[config.mk]
export PLATFORM = sky130hd
export DESIGN_NAME = char_lcd_terminal_sequencer_flat
export DESIGN_NICKNAME = d
export VERILOG_FILES = /design/src/clt_pkg.sv /design/src/clt_channels.sv /design/src/clt_front.sv /design/src/clt_queue.sv /design/src/clt_back.sv /design/src/char_lcd_terminal_sequencer.sv /design/src/flat_wrapper.sv
export VERILOG_INCLUDE_DIRS = /design/src /design/src/src
export SDC_FILE = /design/constraint.sdc
export NUM_CORES = 1
export LEC_CHECK = 0
export BUFFER_PORTS_ARGS = -buffer_cell sky130_fd_sc_hd__buf_4
export CAP_MARGIN = 20
export CORE_UTILIZATION = 65
export DETAILED_ROUTE_END_ITERATION = 8
export HOLD_SLACK_MARGIN = 0.08
export PLACE_DENSITY = 0.91
export SLEW_MARGIN = 20
export SYNTH_ARGS = -nofsm -noshare
export SYNTH_HDL_FRONTEND = slang
export SYNTH_HIERARCHICAL = 1
export SYNTH_SLANG_ARGS = --single-unit
[constraint.sdc]
create_clock -name clk -period 3.65 [get_ports clk]
set_clock_uncertainty 0.1 [all_clocks]
set_input_delay 0.365 -clock clk [delete_from_list [all_inputs] [get_ports clk]]
set_output_delay 0.365 -clock clk [all_outputs]
set_load 0.1 [all_outputs]
[src/char_lcd_terminal_sequencer_macros.svh]
// Assertion macros for the character display terminal sequencer.
// Used by the RTL files that carry assertions; no other dependencies.
`ifndef CHAR_LCD_TERMINAL_SEQUENCER_MACROS_SVH
`define CHAR_LCD_TERMINAL_SEQUENCER_MACROS_SVH

`ifndef SYNTHESIS

// ante holds -> cons holds in the same cycle
`define CLT_ASSERT_IMPLIES(label, clk, rst_n, ante, cons, msg) \
    label: assert property (@(posedge clk) disable iff (!rst_n) (ante) |-> (cons)) \
        else $error(msg);

// ante holds -> cons holds in the next cycle
`define CLT_ASSERT_NEXT(label, clk, rst_n, ante, cons, msg) \
    label: assert property (@(posedge clk) disable iff (!rst_n) (ante) |=> (cons)) \
        else $error(msg);

// cond never holds
`define CLT_ASSERT_NEVER(label, clk, rst_n, cond, msg) \
    label: assert property (@(posedge clk) disable iff (!rst_n) !(cond)) \
        else $error(msg);

`else

`define CLT_ASSERT_IMPLIES(label, clk, rst_n, ante, cons, msg)
`define CLT_ASSERT_NEXT(label, clk, rst_n, ante, cons, msg)
`define CLT_ASSERT_NEVER(label, clk, rst_n, cond, msg)

`endif

`endif

[src/clt_pkg.sv]
// Shared types, codes and tables of the character display terminal sequencer.
// No dependencies; used by the front end, queue, back end and top level.
package clt_pkg;

    localparam int COLUMNS_DEFAULT = 16;
    localparam int QUEUE_DEPTH     = 2;

    // terminal operation codes
    localparam logic [2:0] OP_PUT    = 3'd0;
    localparam logic [2:0] OP_CLEAR  = 3'd1;
    localparam logic [2:0] OP_HOME   = 3'd2;
    localparam logic [2:0] OP_CURSOR = 3'd3;
    localparam logic [2:0] OP_INIT   = 3'd4;

    // control characters
    localparam logic [7:0] CH_BACKSPACE = 8'd8;
    localparam logic [7:0] CH_NEWLINE   = 8'd10;
    localparam logic [7:0] CH_RETURN    = 8'd13;
    localparam logic [7:0] CH_SPACE     = 8'h20;

    // display command bytes
    localparam logic [7:0] CMD_CLEAR        = 8'h01;
    localparam logic [7:0] CMD_HOME         = 8'h02;
    localparam logic [7:0] CMD_ENTRY_MODE   = 8'h06;
    localparam logic [7:0] CMD_DISPLAY_ON   = 8'h0C;
    localparam logic [7:0] CMD_CURSOR_BLINK = 8'h0F;
    localparam logic [7:0] CMD_SHIFT_LEFT   = 8'h10;
    localparam logic [7:0] CMD_SHIFT_RIGHT  = 8'h14;
    localparam logic [7:0] CMD_FUNCTION_SET = 8'h38;
    localparam logic [7:0] CMD_ROW0_HOME    = 8'h80;
    localparam logic [7:0] CMD_ROW1_HOME    = 8'hC0;

    // delay classes
    localparam logic [1:0] DLY_FAST  = 2'd0;
    localparam logic [1:0] DLY_SLOW  = 2'd1;
    localparam logic [1:0] DLY_START = 2'd2;

    // entry points into the fixed command table
    localparam logic [2:0] FIX_INIT  = 3'd0;
    localparam logic [2:0] FIX_CLEAR = 3'd3;
    localparam logic [2:0] FIX_HOME  = 3'd4;
    localparam logic [2:0] FIX_LAST  = 3'd4;

    typedef enum logic [2:0] {
        KIND_PLAIN,
        KIND_RETURN,
        KIND_NEWLINE,
        KIND_BACKSPACE,
        KIND_CLEAR,
        KIND_HOME,
        KIND_CURSOR,
        KIND_INIT
    } cmd_kind_t;

    typedef struct packed {
        cmd_kind_t  kind;
        logic [7:0] data;
    } cmd_t;

    typedef struct packed {
        logic push;
        cmd_t cmd;
    } q_wr_t;

    typedef struct packed {
        logic avail;
        cmd_t cmd;
    } q_rd_t;

    typedef enum logic [2:0] {
        ST_IDLE,
        ST_FIXED,
        ST_SINGLE,
        ST_PLAIN,
        ST_RIGHT,
        ST_JUMP,
        ST_LEFT
    } seq_state_t;

    typedef enum logic [1:0] {
        MODE_PLAIN,
        MODE_NL_RIGHT,
        MODE_NL_LEFT,
        MODE_BS
    } seq_mode_t;

    typedef struct packed {
        logic [7:0] bus_byte;
        logic [1:0] delay_class;
    } fixed_wr_t;

    // init, clear and home share one command list
    function automatic fixed_wr_t fixed_write(input logic [2:0] idx);
        fixed_wr_t w;
        case (idx)
            3'd0:    w = '{bus_byte: CMD_FUNCTION_SET, delay_class: DLY_START};
            3'd1:    w = '{bus_byte: CMD_DISPLAY_ON,   delay_class: DLY_FAST};
            3'd2:    w = '{bus_byte: CMD_ENTRY_MODE,   delay_class: DLY_SLOW};
            3'd3:    w = '{bus_byte: CMD_CLEAR,        delay_class: DLY_SLOW};
            default: w = '{bus_byte: CMD_HOME,         delay_class: DLY_SLOW};
        endcase
        return w;
    endfunction

    function automatic logic [7:0] row_home(input logic row);
        return row ? CMD_ROW1_HOME : CMD_ROW0_HOME;
    endfunction

endpackage

[src/clt_channels.sv]
// Handshake channels of the terminal sequencer: operations in, display writes out.
// No dependencies.
interface term_op_if;
    logic       valid;
    logic       ready;
    logic [2:0] operation;
    logic [7:0] character;
    logic       cursor_on;

    modport source (output valid, operation, character, cursor_on, input ready);
    modport sink   (input valid, operation, character, cursor_on, output ready);
endinterface

interface lcd_wr_if;
    logic       valid;
    logic       ready;
    logic       register_select;
    logic [7:0] bus_byte;
    logic [1:0] delay_class;
    logic       last;

    modport source (output valid, register_select, bus_byte, delay_class, last, input ready);
    modport sink   (input valid, register_select, bus_byte, delay_class, last, output ready);
endinterface

[src/clt_front.sv]
// Front end: takes operation transfers and classifies them into queue commands.
// Depends on clt_pkg and term_op_if.
module clt_front (
    term_op_if.sink       term,
    input  logic          full,
    output clt_pkg::q_wr_t wr
);

    logic known;

    // classify; unknown operations are taken and dropped
    always_comb
    begin
        known       = 1'b1;
        wr.cmd.kind = clt_pkg::KIND_PLAIN;
        wr.cmd.data = term.character;
        case (term.operation)
            clt_pkg::OP_PUT:
            begin
                case (term.character)
                    clt_pkg::CH_RETURN:    wr.cmd.kind = clt_pkg::KIND_RETURN;
                    clt_pkg::CH_NEWLINE:   wr.cmd.kind = clt_pkg::KIND_NEWLINE;
                    clt_pkg::CH_BACKSPACE: wr.cmd.kind = clt_pkg::KIND_BACKSPACE;
                    default:               wr.cmd.kind = clt_pkg::KIND_PLAIN;
                endcase
            end
            clt_pkg::OP_CLEAR: wr.cmd.kind = clt_pkg::KIND_CLEAR;
            clt_pkg::OP_HOME:  wr.cmd.kind = clt_pkg::KIND_HOME;
            clt_pkg::OP_CURSOR:
            begin
                wr.cmd.kind = clt_pkg::KIND_CURSOR;
                wr.cmd.data = term.cursor_on ? clt_pkg::CMD_CURSOR_BLINK
                                             : clt_pkg::CMD_DISPLAY_ON;
            end
            clt_pkg::OP_INIT:  wr.cmd.kind = clt_pkg::KIND_INIT;
            default:           known = 1'b0;
        endcase
        wr.push = term.valid && !full && known;
    end

    // handshake
    assign term.ready = !full;

endmodule

[src/clt_queue.sv]
// Short command queue between front and back ends.
// Depends on clt_pkg.
module clt_queue (
    input  logic           clk,
    input  logic           rst_n,
    input  clt_pkg::q_wr_t wr,
    output logic           full,
    input  logic           pop,
    output clt_pkg::q_rd_t rd
);

    localparam int DEPTH = clt_pkg::QUEUE_DEPTH;
    localparam int AW    = (DEPTH > 1) ? $clog2(DEPTH) : 1;
    localparam int CW    = $clog2(DEPTH + 1);

    clt_pkg::cmd_t  entry_reg [DEPTH];
    logic [AW-1:0]  wptr_reg, wptr_next;
    logic [AW-1:0]  rptr_reg, rptr_next;
    logic [CW-1:0]  count_reg, count_next;
    logic           do_push, do_pop;

    assign full     = (count_reg == CW'(DEPTH));
    assign do_push  = wr.push && !full;
    assign do_pop   = pop && (count_reg != '0);
    assign rd.avail = (count_reg != '0);
    assign rd.cmd   = entry_reg[rptr_reg];

    // pointer and fill count update
    always_comb
    begin
        wptr_next  = wptr_reg;
        rptr_next  = rptr_reg;
        count_next = count_reg;
        if (do_push)
        begin
            wptr_next = (wptr_reg == AW'(DEPTH - 1)) ? '0 : wptr_reg + 1'b1;
        end
        if (do_pop)
        begin
            rptr_next = (rptr_reg == AW'(DEPTH - 1)) ? '0 : rptr_reg + 1'b1;
        end
        if (do_push && !do_pop)
        begin
            count_next = count_reg + 1'b1;
        end
        else if (do_pop && !do_push)
        begin
            count_next = count_reg - 1'b1;
        end
    end

    always_ff @(posedge clk or negedge rst_n)
    begin
        if (!rst_n)
        begin
            wptr_reg  <= '0;
            rptr_reg  <= '0;
            count_reg <= '0;
        end
        else
        begin
            wptr_reg  <= wptr_next;
            rptr_reg  <= rptr_next;
            count_reg <= count_next;
        end
    end

    // entry storage
    always_ff @(posedge clk)
    begin
        if (do_push)
        begin
            entry_reg[wptr_reg] <= wr.cmd;
        end
    end

endmodule

[src/clt_back.sv]
// Back end: cursor tracking and write sequencer with an output register.
// Depends on clt_pkg, lcd_wr_if and the assertion macro header.
`include "char_lcd_terminal_sequencer_macros.svh"

module clt_back #(
    parameter int COLUMNS = clt_pkg::COLUMNS_DEFAULT
) (
    input  logic           clk,
    input  logic           rst_n,
    input  clt_pkg::q_rd_t rd,
    output logic           pop,
    lcd_wr_if.source       lcd
);

    localparam int COL_W = $clog2(COLUMNS);
    localparam int CNT_W = $clog2(COLUMNS + 1);
    localparam logic [COL_W-1:0] COL_MAX  = COL_W'(COLUMNS - 1);
    localparam logic [CNT_W-1:0] CNT_FULL = CNT_W'(COLUMNS);
    localparam logic [CNT_W-1:0] CNT_RUN  = CNT_W'(COLUMNS - 1);
    localparam logic [CNT_W-1:0] CNT_ONE  = CNT_W'(1);
    localparam logic [CNT_W-1:0] CNT_TWO  = CNT_W'(2);

    clt_pkg::seq_state_t state_reg, state_next, nxt;
    clt_pkg::seq_mode_t  mode_reg, mode_next;
    clt_pkg::fixed_wr_t  fw;
    logic                bs_phase_reg, bs_phase_next;
    logic                jump_plain_reg, jump_plain_next;
    logic                row_reg, row_next;
    logic [COL_W-1:0]    col_reg, col_next;
    logic [CNT_W-1:0]    right_cnt_reg, right_cnt_next;
    logic [CNT_W-1:0]    left_cnt_reg, left_cnt_next;
    logic [2:0]          idx_reg, idx_next;
    logic [7:0]          data_reg, data_next;

    logic                out_valid_reg, out_valid_next;
    logic                out_rs_reg;
    logic [7:0]          out_byte_reg;
    logic [1:0]          out_dly_reg;
    logic                out_last_reg;

    logic                emit, emit_ok, emit_rs, emit_last;
    logic [7:0]          emit_byte;
    logic [1:0]          emit_dly;

    // where a finished cursor-left step goes
    function automatic clt_pkg::seq_state_t after_left(input clt_pkg::seq_mode_t mode,
                                                       input logic phase,
                                                       input logic more);
        clt_pkg::seq_state_t s;
        s = clt_pkg::ST_IDLE;
        if (mode == clt_pkg::MODE_NL_LEFT && more)
        begin
            s = clt_pkg::ST_LEFT;
        end
        else if (mode == clt_pkg::MODE_BS && !phase)
        begin
            s = clt_pkg::ST_PLAIN;
        end
        return s;
    endfunction

    // where a finished run of cursor-right steps goes
    function automatic clt_pkg::seq_state_t after_run(input clt_pkg::seq_mode_t mode,
                                                      input logic phase,
                                                      input logic more);
        clt_pkg::seq_state_t s;
        s = clt_pkg::ST_IDLE;
        if (mode != clt_pkg::MODE_NL_RIGHT)
        begin
            s = after_left(mode, phase, more);
        end
        return s;
    endfunction

    // where a finished character write goes
    function automatic clt_pkg::seq_state_t after_plain(input clt_pkg::seq_mode_t mode);
        return (mode == clt_pkg::MODE_BS) ? clt_pkg::ST_LEFT : clt_pkg::ST_IDLE;
    endfunction

    assign emit_ok = !out_valid_reg || lcd.ready;
    assign fw      = clt_pkg::fixed_write(idx_reg);

    // sequencer: next state and write to emit
    always_comb
    begin
        state_next      = state_reg;
        mode_next       = mode_reg;
        bs_phase_next   = bs_phase_reg;
        jump_plain_next = jump_plain_reg;
        row_next        = row_reg;
        col_next        = col_reg;
        right_cnt_next  = right_cnt_reg;
        left_cnt_next   = left_cnt_reg;
        idx_next        = idx_reg;
        data_next       = data_reg;
        nxt             = clt_pkg::ST_IDLE;
        pop             = 1'b0;
        emit            = 1'b0;
        emit_rs         = 1'b0;
        emit_byte       = data_reg;
        emit_dly        = clt_pkg::DLY_FAST;
        emit_last       = 1'b0;

        case (state_reg)
            clt_pkg::ST_IDLE:
            begin
                if (rd.avail)
                begin
                    pop       = 1'b1;
                    data_next = rd.cmd.data;
                    case (rd.cmd.kind)
                        clt_pkg::KIND_PLAIN:
                        begin
                            mode_next  = clt_pkg::MODE_PLAIN;
                            state_next = clt_pkg::ST_PLAIN;
                        end
                        clt_pkg::KIND_RETURN:
                        begin
                            data_next  = clt_pkg::row_home(row_reg);
                            col_next   = '0;
                            state_next = clt_pkg::ST_SINGLE;
                        end
                        clt_pkg::KIND_NEWLINE:
                        begin
                            if (!row_reg)
                            begin
                                mode_next      = clt_pkg::MODE_NL_RIGHT;
                                right_cnt_next = CNT_FULL;
                                state_next     = clt_pkg::ST_RIGHT;
                            end
                            else
                            begin
                                mode_next     = clt_pkg::MODE_NL_LEFT;
                                left_cnt_next = CNT_FULL;
                                state_next    = clt_pkg::ST_LEFT;
                            end
                        end
                        clt_pkg::KIND_BACKSPACE:
                        begin
                            mode_next     = clt_pkg::MODE_BS;
                            bs_phase_next = 1'b0;
                            left_cnt_next = CNT_TWO;
                            data_next     = clt_pkg::CH_SPACE;
                            state_next    = clt_pkg::ST_LEFT;
                        end
                        clt_pkg::KIND_CLEAR:
                        begin
                            idx_next   = clt_pkg::FIX_CLEAR;
                            row_next   = 1'b0;
                            col_next   = '0;
                            state_next = clt_pkg::ST_FIXED;
                        end
                        clt_pkg::KIND_HOME:
                        begin
                            idx_next   = clt_pkg::FIX_HOME;
                            row_next   = 1'b0;
                            col_next   = '0;
                            state_next = clt_pkg::ST_FIXED;
                        end
                        clt_pkg::KIND_INIT:
                        begin
                            idx_next   = clt_pkg::FIX_INIT;
                            row_next   = 1'b0;
                            col_next   = '0;
                            state_next = clt_pkg::ST_FIXED;
                        end
                        clt_pkg::KIND_CURSOR:
                        begin
                            state_next = clt_pkg::ST_SINGLE;
                        end
                        default:
                        begin
                            state_next = clt_pkg::ST_IDLE;
                        end
                    endcase
                end
            end

            clt_pkg::ST_FIXED:
            begin
                emit      = 1'b1;
                emit_byte = fw.bus_byte;
                emit_dly  = fw.delay_class;
                emit_last = (idx_reg == clt_pkg::FIX_LAST);
                if (emit_ok)
                begin
                    if (idx_reg == clt_pkg::FIX_LAST)
                    begin
                        state_next = clt_pkg::ST_IDLE;
                    end
                    else
                    begin
                        idx_next = idx_reg + 1'b1;
                    end
                end
            end

            clt_pkg::ST_SINGLE:
            begin
                emit      = 1'b1;
                emit_dly  = clt_pkg::DLY_SLOW;
                emit_last = 1'b1;
                if (emit_ok)
                begin
                    state_next = clt_pkg::ST_IDLE;
                end
            end

            clt_pkg::ST_PLAIN:
            begin
                emit    = 1'b1;
                emit_rs = 1'b1;
                if (col_reg == COL_MAX)
                begin
                    nxt = clt_pkg::ST_JUMP;
                end
                else
                begin
                    nxt = after_plain(mode_reg);
                end
                emit_last = (nxt == clt_pkg::ST_IDLE);
                if (emit_ok)
                begin
                    state_next      = nxt;
                    jump_plain_next = 1'b1;
                    bs_phase_next   = 1'b1;
                    if (col_reg != COL_MAX)
                    begin
                        col_next = col_reg + 1'b1;
                    end
                end
            end

            clt_pkg::ST_RIGHT:
            begin
                emit      = 1'b1;
                emit_byte = clt_pkg::CMD_SHIFT_RIGHT;
                if (col_reg == COL_MAX)
                begin
                    nxt = clt_pkg::ST_JUMP;
                end
                else if (right_cnt_reg > CNT_ONE)
                begin
                    nxt = clt_pkg::ST_RIGHT;
                end
                else
                begin
                    nxt = after_run(mode_reg, bs_phase_reg, left_cnt_reg != '0);
                end
                emit_last = (nxt == clt_pkg::ST_IDLE);
                if (emit_ok)
                begin
                    state_next      = nxt;
                    jump_plain_next = 1'b0;
                    right_cnt_next  = right_cnt_reg - 1'b1;
                    if (col_reg != COL_MAX)
                    begin
                        col_next = col_reg + 1'b1;
                    end
                end
            end

            clt_pkg::ST_JUMP:
            begin
                emit      = 1'b1;
                emit_byte = clt_pkg::row_home(!row_reg);
                emit_dly  = clt_pkg::DLY_SLOW;
                if (jump_plain_reg)
                begin
                    nxt = after_plain(mode_reg);
                end
                else if (right_cnt_reg != '0)
                begin
                    nxt = clt_pkg::ST_RIGHT;
                end
                else
                begin
                    nxt = after_run(mode_reg, bs_phase_reg, left_cnt_reg != '0);
                end
                emit_last = (nxt == clt_pkg::ST_IDLE);
                if (emit_ok)
                begin
                    state_next = nxt;
                    row_next   = !row_reg;
                    col_next   = '0;
                end
            end

            clt_pkg::ST_LEFT:
            begin
                emit = 1'b1;
                if (col_reg == '0)
                begin
                    // wrap back to the other row's end through a run of right steps
                    emit_byte = clt_pkg::row_home(!row_reg);
                    emit_dly  = clt_pkg::DLY_SLOW;
                    nxt       = clt_pkg::ST_RIGHT;
                end
                else
                begin
                    emit_byte = clt_pkg::CMD_SHIFT_LEFT;
                    nxt       = after_left(mode_reg, bs_phase_reg, left_cnt_reg > CNT_ONE);
                end
                emit_last = (nxt == clt_pkg::ST_IDLE);
                if (emit_ok)
                begin
                    state_next    = nxt;
                    left_cnt_next = left_cnt_reg - 1'b1;
                    if (col_reg == '0)
                    begin
                        row_next       = !row_reg;
                        right_cnt_next = CNT_RUN;
                    end
                    else
                    begin
                        col_next = col_reg - 1'b1;
                    end
                end
            end

            default:
            begin
                state_next = clt_pkg::ST_IDLE;
            end
        endcase
    end

    // output register valid
    always_comb
    begin
        out_valid_next = out_valid_reg;
        if (emit && emit_ok)
        begin
            out_valid_next = 1'b1;
        end
        else if (lcd.ready)
        begin
            out_valid_next = 1'b0;
        end
    end

    // control state
    always_ff @(posedge clk or negedge rst_n)
    begin
        if (!rst_n)
        begin
            state_reg      <= clt_pkg::ST_IDLE;
            mode_reg       <= clt_pkg::MODE_PLAIN;
            bs_phase_reg   <= 1'b0;
            jump_plain_reg <= 1'b0;
            row_reg        <= 1'b0;
            col_reg        <= '0;
            right_cnt_reg  <= '0;
            left_cnt_reg   <= '0;
            idx_reg        <= '0;
            out_valid_reg  <= 1'b0;
        end
        else
        begin
            state_reg      <= state_next;
            mode_reg       <= mode_next;
            bs_phase_reg   <= bs_phase_next;
            jump_plain_reg <= jump_plain_next;
            row_reg        <= row_next;
            col_reg        <= col_next;
            right_cnt_reg  <= right_cnt_next;
            left_cnt_reg   <= left_cnt_next;
            idx_reg        <= idx_next;
            out_valid_reg  <= out_valid_next;
        end
    end

    // payload
    always_ff @(posedge clk)
    begin
        data_reg <= data_next;
        if (emit && emit_ok)
        begin
            out_rs_reg   <= emit_rs;
            out_byte_reg <= emit_byte;
            out_dly_reg  <= emit_dly;
            out_last_reg <= emit_last;
        end
    end

    assign lcd.valid           = out_valid_reg;
    assign lcd.register_select = out_rs_reg;
    assign lcd.bus_byte        = out_byte_reg;
    assign lcd.delay_class     = out_dly_reg;
    assign lcd.last            = out_last_reg;

    // checks
    `CLT_ASSERT_NEVER(a_col_range, clk, rst_n, col_reg > COL_MAX, "cursor column out of range")
    `CLT_ASSERT_NEVER(a_right_cnt, clk, rst_n, state_reg == clt_pkg::ST_RIGHT && right_cnt_reg == '0, "right run with no steps left")
    `CLT_ASSERT_NEXT(a_last_idle, clk, rst_n, emit && emit_ok && emit_last, state_reg == clt_pkg::ST_IDLE, "sequencer busy after final write")
    `CLT_ASSERT_IMPLIES(a_idle_out, clk, rst_n, state_reg == clt_pkg::ST_IDLE && out_valid_reg, out_last_reg, "idle with a non-final write pending")

endmodule

[src/char_lcd_terminal_sequencer.sv]
// Terminal sequencer for a two-row character display: operations in, bus writes out.
// An operation's first write passes the queue, sequencer state and output register.
// Throughput: one write per cycle within an operation while lcd.ready holds; the back
// end takes the next operation once idle; backspace at a row start is the longest one.
// Reset: asynchronous, active low; cursor at row 0 column 0, queue and output empty.
// Depends on clt_pkg, clt_channels, clt_front, clt_queue and clt_back.
module char_lcd_terminal_sequencer #(
    parameter int COLUMNS = clt_pkg::COLUMNS_DEFAULT
) (
    input  logic     clk,
    input  logic     rst_n,
    term_op_if.sink  term,
    lcd_wr_if.source lcd
);

    clt_pkg::q_wr_t q_wr;
    clt_pkg::q_rd_t q_rd;
    logic           q_full;
    logic           q_pop;

    // classify operations
    clt_front u_front (
        .term (term),
        .full (q_full),
        .wr   (q_wr)
    );

    // decouple front and back
    clt_queue u_queue (
        .clk   (clk),
        .rst_n (rst_n),
        .wr    (q_wr),
        .full  (q_full),
        .pop   (q_pop),
        .rd    (q_rd)
    );

    // generate display writes
    clt_back #(
        .COLUMNS (COLUMNS)
    ) u_back (
        .clk   (clk),
        .rst_n (rst_n),
        .rd    (q_rd),
        .pop   (q_pop),
        .lcd   (lcd)
    );

endmodule
[src/flat_wrapper.sv]
// flat-port wrapper written by rule: the top's interface ports become plain ports
module char_lcd_terminal_sequencer_flat 
#(
    parameter int COLUMNS = clt_pkg::COLUMNS_DEFAULT
)
  (clk, rst_n, term_valid, term_operation, term_character, term_cursor_on, term_ready, lcd_valid, lcd_register_select, lcd_bus_byte, lcd_delay_class, lcd_last, lcd_ready);
  term_op_if term_i ();
  lcd_wr_if lcd_i ();
  input  logic clk;
  input  logic rst_n;
  input wire logic [$bits(term_i.valid)-1:0] term_valid;
  input wire logic [$bits(term_i.operation)-1:0] term_operation;
  input wire logic [$bits(term_i.character)-1:0] term_character;
  input wire logic [$bits(term_i.cursor_on)-1:0] term_cursor_on;
  output wire logic [$bits(term_i.ready)-1:0] term_ready;
  output wire logic [$bits(lcd_i.valid)-1:0] lcd_valid;
  output wire logic [$bits(lcd_i.register_select)-1:0] lcd_register_select;
  output wire logic [$bits(lcd_i.bus_byte)-1:0] lcd_bus_byte;
  output wire logic [$bits(lcd_i.delay_class)-1:0] lcd_delay_class;
  output wire logic [$bits(lcd_i.last)-1:0] lcd_last;
  input wire logic [$bits(lcd_i.ready)-1:0] lcd_ready;
  assign term_i.valid = term_valid;
  assign term_i.operation = term_operation;
  assign term_i.character = term_character;
  assign term_i.cursor_on = term_cursor_on;
  assign term_ready = term_i.ready;
  assign lcd_valid = lcd_i.valid;
  assign lcd_register_select = lcd_i.register_select;
  assign lcd_bus_byte = lcd_i.bus_byte;
  assign lcd_delay_class = lcd_i.delay_class;
  assign lcd_last = lcd_i.last;
  assign lcd_i.ready = lcd_ready;
  char_lcd_terminal_sequencer #(.COLUMNS(COLUMNS)) u_core (.clk(clk), .rst_n(rst_n), .term(term_i), .lcd(lcd_i));
endmodule
==> out/results.ini, run 1 <==
[finish]
final_common_cell=edfxtp_1
final_util_pct=75.12
fin_nets=483
fin_cells=534
n_antenna_cell=0
largest_reg_flops=22
syn_to_final_growth_pct=10.94
drive_above_1_share_pct=18.38
final_cell_mix=42 x edfxtp_1, 38 x nand2_1, 35 x buf_4

[critical_path]
cp-start-kind=flip-flop
cpMaxStageDelayCell=or4b_4
critPathArrivalTime_ns=2.83
cp.required_ns=3.79
critical_path_buf_inv_count=1
r2r-start=u_core/u_queue/rptr_reg
worst_setup_path_end_kind=flip-flop
r2r_slack_ns=0.97
timing.rr.end=u_core/u_back/right_cnt_reg[3]
critPathMaxFanout=12
cp_cell_sequence=buf_4, mux2_4, or4b_4, o21ai_2, and4_1, mux2i_1, nor3_2
path_class=flip-flop to flip-flop
crit_family=simple AND/OR/NAND/NOR gates
cpPeakStageDelay_ns=0.57
worst-r2r-cell-count=7

[detailed_routing]
drt-total-wl_um=10120
wl_per_cell_um=18.94
dr.first_iter.drc_count=441
drc=0
via_per_inst=6.702
firstDrtPassIters=5
ant_nets=0
vias=3579

[run]
max_cap_violations=0

[floorplanning]
chipWidth_um=83.57
chipHeight_um=83.57
start_util_pct=67.71
row_count=29
io_pins=30
dieArea_mm2=0.006983
core_region_area_mm2=0.006386

[clocking]
ctsHtreeMaxLevel=3
cts-root-buf=clkbuf_8
cts_max_path_buffers=2
numCtsBuffers=9
cts.sinks=72
cts-resized-gates=0
tritoncts=yes
clkLatencyLatePin_ns=0.36
clkTransAtPathRegs_ns=0.08

[synth]
syn_avg_cell_area_um2=10.17
synth_area_mm2=0.004324
synth_fp_nets=456
syn_inst=425
synth_ff_type=edfxtp_1
ys_seq_area_share_pct=46.53
synth_edf_count=42
synth_warnings=6
ys_types=73
synthArstFlopShare_pct=41.67
ys_ff_latch=72

[timing]
maxSlewHeadroom_pct=38.18
fmax_mhz=372.6
drv_slew=0
setup_viol=0
timing.final.crit_share_pct=73.52
final.setup.tns_ns=0
max_slew.worst_pin.slew_ns=0.9188
period_minus_slack_ns=2.684
final_hold_viol_count=0
rsz0062_at_grt=false

[placed_design]
dp_hpwl_um=7014
io_buffers=29
dpl.cell_count=517
gp_congestion=0.9083

[worst_hold_path]
hp-start=term_character[2]
worstHoldPathType=input pin to flip-flop
holdPathStages=2
min_to=u_core/u_queue/entry_reg[0][2]

[status]
outcome=finished, final reports clean

[power_and_ir_drop]
p_leak_nw=1.974
powerDensity_mw_per_mm2=983.9
ir_worst_vdd_mv=0.7812

[grt]
grt_max_degree=32
grt_pass1_vias=3353
grt_pass1_wl_um=16400
overflow=0
grt_antenna_before_repair=0
globalRouteTotalUtil_pct=30.15

[final cells by class]
class / count / area [um2]
Clock buffer: 9 / 123.9
Timing Repair Buffer: 36 / 272.8
Tap cell: 77 / 96.34
Inverter: 19 / 71.32
Fill cell: 456 / 1589
Sequential cell: 72 / 2012
Clock inverter: 7 / 86.33
Multi-Input combinational cell: 314 / 2135
[how the worst max path moves through the flow]
stage / from / cells after the start / end
6_report: u_core/u_queue/rptr_reg / 7 / u_core/u_back/right_cnt_reg[3]
4_1_cts: u_core/u_queue/rptr_reg / 7 / u_core/u_back/right_cnt_reg[3]
3_3_place_gp: u_core/u_queue/rptr_reg / 7 / u_core/u_back/right_cnt_reg[4]
5_1_grt: u_core/u_back/state_reg[2] / 10 / u_core/u_back/col_reg[3]
3_5_place_dp: u_core/u_queue/rptr_reg / 7 / u_core/u_back/right_cnt_reg[3]
2_1_floorplan: u_core/u_queue/count_reg[0] / 6 / u_core/u_queue/entry_reg[0][0]
[timing repair]
action                    4_1_cts  5_1_grt
hold buffers                    1        0
setup buffers                   0        0
hold endpoints to repair       30        0
[cell usage after synthesis, drive strengths merged (3+ instances only)]
cell type	count	area [um2]
a211oi	4	35.03
a21o	5	37.54
a21oi	22	113.9
a22oi	5	37.54
a31oi	4	25.02
and2	11	73.82
buf	10	68.81
clkbuf	10	37.54
dfrtp	30	750.7
edfxtp	42	1261
ha	14	175.2
inv	19	71.32
mux2	15	202.7
mux2i	3	30.03
nand2	41	171.4
nand2b	10	62.56
nand3	10	50.05
nand3b	3	35.03
nand4	4	25.02
nor2	34	127.6
nor2b	6	37.54
nor3	15	85.08
nor3b	3	22.52
o2111ai	3	26.28
o211ai	6	45.04
o21ai	31	158.9
o21bai	3	22.52
o221ai	3	26.28
o22ai	4	25.02
or2b	3	22.52
or3	5	31.28
xnor2	7	61.31
xor2	3	26.28
[routing by layer]
layer	GRT usage, %	vias to the layer above	routed length [um]
met3	5.836	30	876
li1	-	1627	-
met2	50.85	222	4932
met5	0	-	0
met4	11.40	0	265
met1	38.62	1700	4041
[power breakdown]
part	total [mW]	switching, mW	leakage [nW]	internal, mW
Combinational	2.55	1.71	1.10	0.832
Clock	0.679	0.348	0.104	0.331
Sequential	1.50	0.259	0.768	1.24
[kinds of logic (layout without fill, tap and decap cells)]
| group | after synthesis | in the layout | share of synthesized area, % |
|---|---|---|---|
| compound gates | 113 | 113 | 17.56 |
| flops | 72 | 72 | 46.53 |
| simple gates | 158 | 158 | 19.88 |
| xor+xnor | 10 | 10 | 2.026 |
| mux | 18 | 18 | 5.382 |
| buf+inv | 39 | 71 | 4.109 |
| fa+ha+maj | 15 | 15 | 4.514 |
[per-stage QoR]
stage | total power [mW] | hold WS [ns] | setup slack (ns) | cell area, um2
floorplan | 3.445 | -0.03059 | 1.131 | 4324
global placement | 3.904 | 0.2184 | 1.125 | 4577
detailed placement | 3.980 | 0.2273 | 1.058 | 4577
CTS | 4.681 | 0.1991 | 0.9897 | 4797
global route | 4.961 | 0.2050 | 0.8690 | 4797
finish | 4.720 | 0.2141 | 0.9665 | 4797
Note: power is estimated with default switching activity, not from simulation.
==> run 2, diff against run 1 <==
--- a/config.mk
+++ b/config.mk
@@ -6,12 +6,13 @@
 export SDC_FILE = /design/constraint.sdc
 export NUM_CORES = 1
 export LEC_CHECK = 0
+export ABC_AREA = 1
 export BUFFER_PORTS_ARGS = -buffer_cell sky130_fd_sc_hd__buf_4
 export CAP_MARGIN = 20
-export CORE_UTILIZATION = 65
+export CORE_UTILIZATION = 60
 export DETAILED_ROUTE_END_ITERATION = 8
 export HOLD_SLACK_MARGIN = 0.08
-export PLACE_DENSITY = 0.91
+export PLACE_DENSITY = 0.85
 export SLEW_MARGIN = 20
 export SYNTH_ARGS = -nofsm -noshare
 export SYNTH_HDL_FRONTEND = slang
==> constraint.sdc (replaced) <==
create_clock -name clk -period 2.8 [get_ports clk]
set_clock_uncertainty 0.1 [all_clocks]
set_input_delay 0.28 -clock clk [delete_from_list [all_inputs] [get_ports clk]]
set_output_delay 0.28 -clock clk [all_outputs]
set_load 0.1 [all_outputs]
==> run 2 against run 1 <==
Effect of this change:
- the run now ends with design-rule violations left
- largest power group unchanged
- via count down 3.9%
- count of clock-buffer cells in the layout up 3
- synthesized area down 4.8%
- worst hold slack worse by 0.054 ns
- worst setup slack worse by 0.48 ns
- maximum frequency up 16%
- cell count up 19%
- critical endpoint unchanged
- wire length down 17%
- highest routed layer unchanged
- sequential power up 25%
==> out/results.ini, run 2 <==
[floorplanning]
chipWidth_um=84.83  ; was 83.57 um
core_region_area_mm2=0.006495  ; was 0.006386 mm2
dieArea_mm2=0.007196  ; was 0.006983 mm2
io_pins=30  ; unchanged
chipHeight_um=84.83  ; was 83.57 um
row_count=29  ; unchanged
start_util_pct=63.38  ; was 67.71%

[grt]
grt_max_degree=31  ; was 32
grt_antenna_before_repair=0  ; unchanged
overflow=0  ; unchanged
grt_pass1_wl_um=14260  ; was 16,400 um
globalRouteTotalUtil_pct=25.51  ; was 30.15%
grt_pass1_vias=3197  ; was 3,353

[synth]
synth_top_area_cell=edfxtp_1  ; unchanged
synthXorXnorAreaFrac_pct=1.702  ; was 2.025%
synth_compound_area_share_pct=8.359  ; was 17.56%
synth_area_mm2=0.004116  ; was 0.004324 mm2
synthSimpleGateAreaFrac_pct=28.30  ; was 19.88%
synthTopCellsByCount=165 x nand2_1, 72 x inv_1, 53 x nor2_1, 42 x edfxtp_1, 39 x o21ai_0  ; was 42 x edfxtp_1, 38 x nand2_1, 34 x nor2_1, 30 x dfrtp_1, 30 x o21ai_0
synth_most_common_cell=nand2_1  ; was edfxtp_1
ys_types=34  ; was 73
synth_warnings=6  ; unchanged
synth_ff_type=edfxtp_1  ; unchanged
synth_mux_area_share_pct=0  ; was 5.382%
syn_avg_cell_area_um2=7.993  ; was 10.17 um2
syn_inst=515  ; was 425
synthAdderAreaFrac_pct=4.742  ; was 4.514%
synth_edf_count=42  ; unchanged
ys_ff_latch=72  ; unchanged
synth_top_family_by_area=simple AND/OR/NAND/NOR gates  ; unchanged
ys_top_cells_by_area=edfxtp_1 31%, dfrtp_1 18%, nand2_1 15%  ; was edfxtp_1 29%, dfrtp_1 17%, ha_1 4.1%
ys_seq_area_share_pct=48.88  ; was 46.53%
synthArstFlopShare_pct=41.67  ; unchanged
yosysTopAreaCellShare_pct=30.64  ; was 29.17%
synth_fp_nets=546  ; was 456

[power_and_ir_drop]
powerDensity_mw_per_mm2=1272  ; was 983.9 mW/mm2
p_leak_nw=2.283  ; was 1.974 nW
ir_worst_vdd_mv=0.7420  ; was 0.7812 mV
finalPower_mw=5.895  ; was 4.720 mW
p_sw_mw=2.917  ; was 2.320 mW
comb_power_share_pct=53.6  ; was 53.9%
seq_power_share_pct=31.8  ; was 31.7%
p_clk_share_pct=14.6  ; was 14.4%
switching_share_pct=49.49  ; was 49.16%
p_int_mw=2.978  ; was 2.400 mW

[critical_path]
critPathMaxFanout=13  ; was 12
cp-start-kind=flip-flop  ; unchanged
cpMaxStageDelayCell=dfrtp_1  ; was or4b_4
critPathArrivalTime_ns=2.42  ; was 2.83 ns
crit_top_cell=nand2_1
cp_cell_sequence=inv_2, nand2_1, nand2_1, inv_1, nand4_1, o21ai_0, o2111ai_2, nand2_1, o21ai_0  ; was buf_4, mux2_4, or4b_4, o21ai_2, and4_1, mux2i_1, nor3_2
cp.required_ns=2.91  ; was 3.79 ns
cpPeakStageDelay_ns=0.57  ; about the same
worst_setup_path_end_kind=flip-flop  ; unchanged
path_class=flip-flop to flip-flop  ; unchanged

[clocking]
cts-root-buf=clkbuf_8  ; unchanged
ctsHtreeMaxLevel=3  ; unchanged
tritoncts=yes  ; unchanged
cts.sinks=72  ; unchanged
clkLatencyLatePin_ns=0.34  ; was 0.36 ns
numCtsBuffers=9  ; unchanged
clkTransAtPathRegs_ns=0.07  ; was 0.08 ns
cts_setup_buffers=0  ; unchanged
cts-resized-gates=0  ; unchanged
cts_max_path_buffers=2  ; unchanged

[placed_design]
place_area_mm2=0.004419  ; was 0.004577 mm2
dp_hpwl_um=6449  ; was 7014 um
pre_cts_slack_ns=0.5556  ; was 1.058 ns
io_buffers=29  ; unchanged
gp_congestion=0.9373  ; was 0.9083
dpl.cell_count=619  ; was 517

[status]
violations=design-rule violations
outcome=finished with violations  ; was finished, final reports clean

[finish]
final_cell_mix=165 x nand2_1, 72 x inv_1, 53 x nor2_1  ; was 42 x edfxtp_1, 38 x nand2_1, 35 x buf_4
syn_to_final_growth_pct=12.61  ; was 10.94%
fin_nets=585  ; was 483
final_util_pct=71.37  ; was 75.12%
design_area_mm2=0.004636  ; was 0.004797 mm2
nFillCells=504  ; was 456
fin_cells=636  ; was 534
final_common_cell=nand2_1  ; was edfxtp_1
n_antenna_cell=0  ; unchanged
largest_reg_flops=22  ; unchanged
drive_above_1_share_pct=11.99  ; was 18.38%

[timing]
maxSlewHeadroom_pct=54.44  ; was 38.18%
max_slew.worst_pin.slew_ns=0.6772  ; was 0.9188 ns
fmax_mhz=432.6  ; was 372.6 MHz
drv_slew=0  ; unchanged
setup_viol=0  ; unchanged
final.setup.tns_ns=0  ; unchanged
final_hold_viol_count=0  ; unchanged
rsz0062_at_grt=false  ; unchanged
fin_ws_ns=0.4883  ; was 0.9665 ns
timing.final.crit_share_pct=82.56  ; was 73.52%
whs_ns=0.1601  ; was 0.2141 ns
period_minus_slack_ns=2.312  ; was 2.684 ns

[detailed_routing]
ant_nets=0  ; unchanged
dr.first_iter.drc_count=252  ; was 441
drc=6  ; was 0
wirelength_met1_um=3635  ; was 4041 um
dr_wl_met2_um=4141  ; was 4932 um
drt-total-wl_um=8419  ; was 10,120 um
vias=3441  ; was 3,579
via_per_inst=5.410  ; was 6.702
firstDrtPassIters=7  ; was 5
wl_met3_um=415  ; was 876 um
wl_per_cell_um=13.24  ; was 18.94 um
highest_layer=met4  ; unchanged

[run]
max_cap_violations=0  ; unchanged

[worst_hold_path]
worstHoldPathType=input pin to flip-flop  ; unchanged

==> run 2: final timing paths <==
| check | endpoint | slack (ns) | cells after the start | from |
|---|---|---|---|---|
| min in group asynchronous | u_core/u_back/idx_reg[0] | 0.31 | 2 | rst_n |
| max in group asynchronous | u_core/u_back/mode_reg[1] | 2.00 | 2 | rst_n |
| worst max register to register | u_core/u_back/right_cnt_reg[3] | 0.49 | 9 | u_core/u_queue/rptr_reg |
| worst min-delay path | u_core/u_queue/entry_reg[0][3] | 0.16 | 2 | term_character[3] |
| worst min register to register | u_core/u_back/right_cnt_reg[1] | 0.40 | 2 | u_core/u_back/right_cnt_reg[1] |
| worst max-delay path | u_core/u_back/right_cnt_reg[3] | 0.49 | 9 | u_core/u_queue/rptr_reg |
==> run 2: repair_timing <==
| item | 4_1_cts | 5_1_grt |
|---|---|---|
| endpoints found under the hold margin | 30 | 0 |
| hold buffers | 1 | 0 |
| setup endpoints to repair | 0 | 0 |
==> run 2: cell type report <==
| type | count | area [um2] | share of cell area (%) |
|---|---|---|---|
| flip-flops and latches | 72 | 2012 | 43.40 |
| multi-input cells | 359 | 1774 | 38.27 |
| inverters | 79 | 296.5 | 6.397 |
| repair buffers | 33 | 250.2 | 5.398 |
| clock buffers | 12 | 135.1 | 2.915 |
| well taps | 77 | 96.34 | 2.078 |
| clock inverters | 4 | 71.32 | 1.538 |
==> run 2: per-layer routing <==
metal	global-route usage [%]	vias to the layer above
li1	-	1727
met1	31.53	1560
met2	43.83	128
met3	3.405	26
met4	13.71	0
met5	0	-
==> run 2: power by group through the flow <==
stage | Sequential (mW) | Clock (mW) | Combinational (mW)
after floorplan | 2.50 | 0 | 1.82
after global placement | 1.87 | 0 | 3.02
after detailed placement | 1.89 | 0 | 3.12
after CTS | 1.87 | 0.878 | 3.14
after global routing | 1.91 | 0.922 | 3.48
final | 1.88 | 0.862 | 3.16
==> run 2: cells by family after synthesis <==
logic type / Yosys count
AND/OR/NAND/NOR: 276
buffers and inverters: 84
flip-flops: 72
AO/OA/AOI/OAI: 60
adder cells (fa/ha/maj): 15
XOR/XNOR: 8
==> run 2: critical path, delay by kind of cell (launching register included) <==
kind / cells / cell delay, ns
buf+inv: 2 / 0.33
simple gates: 4 / 0.52
compound gates: 3 / 0.66
flops: 1 / 0.57
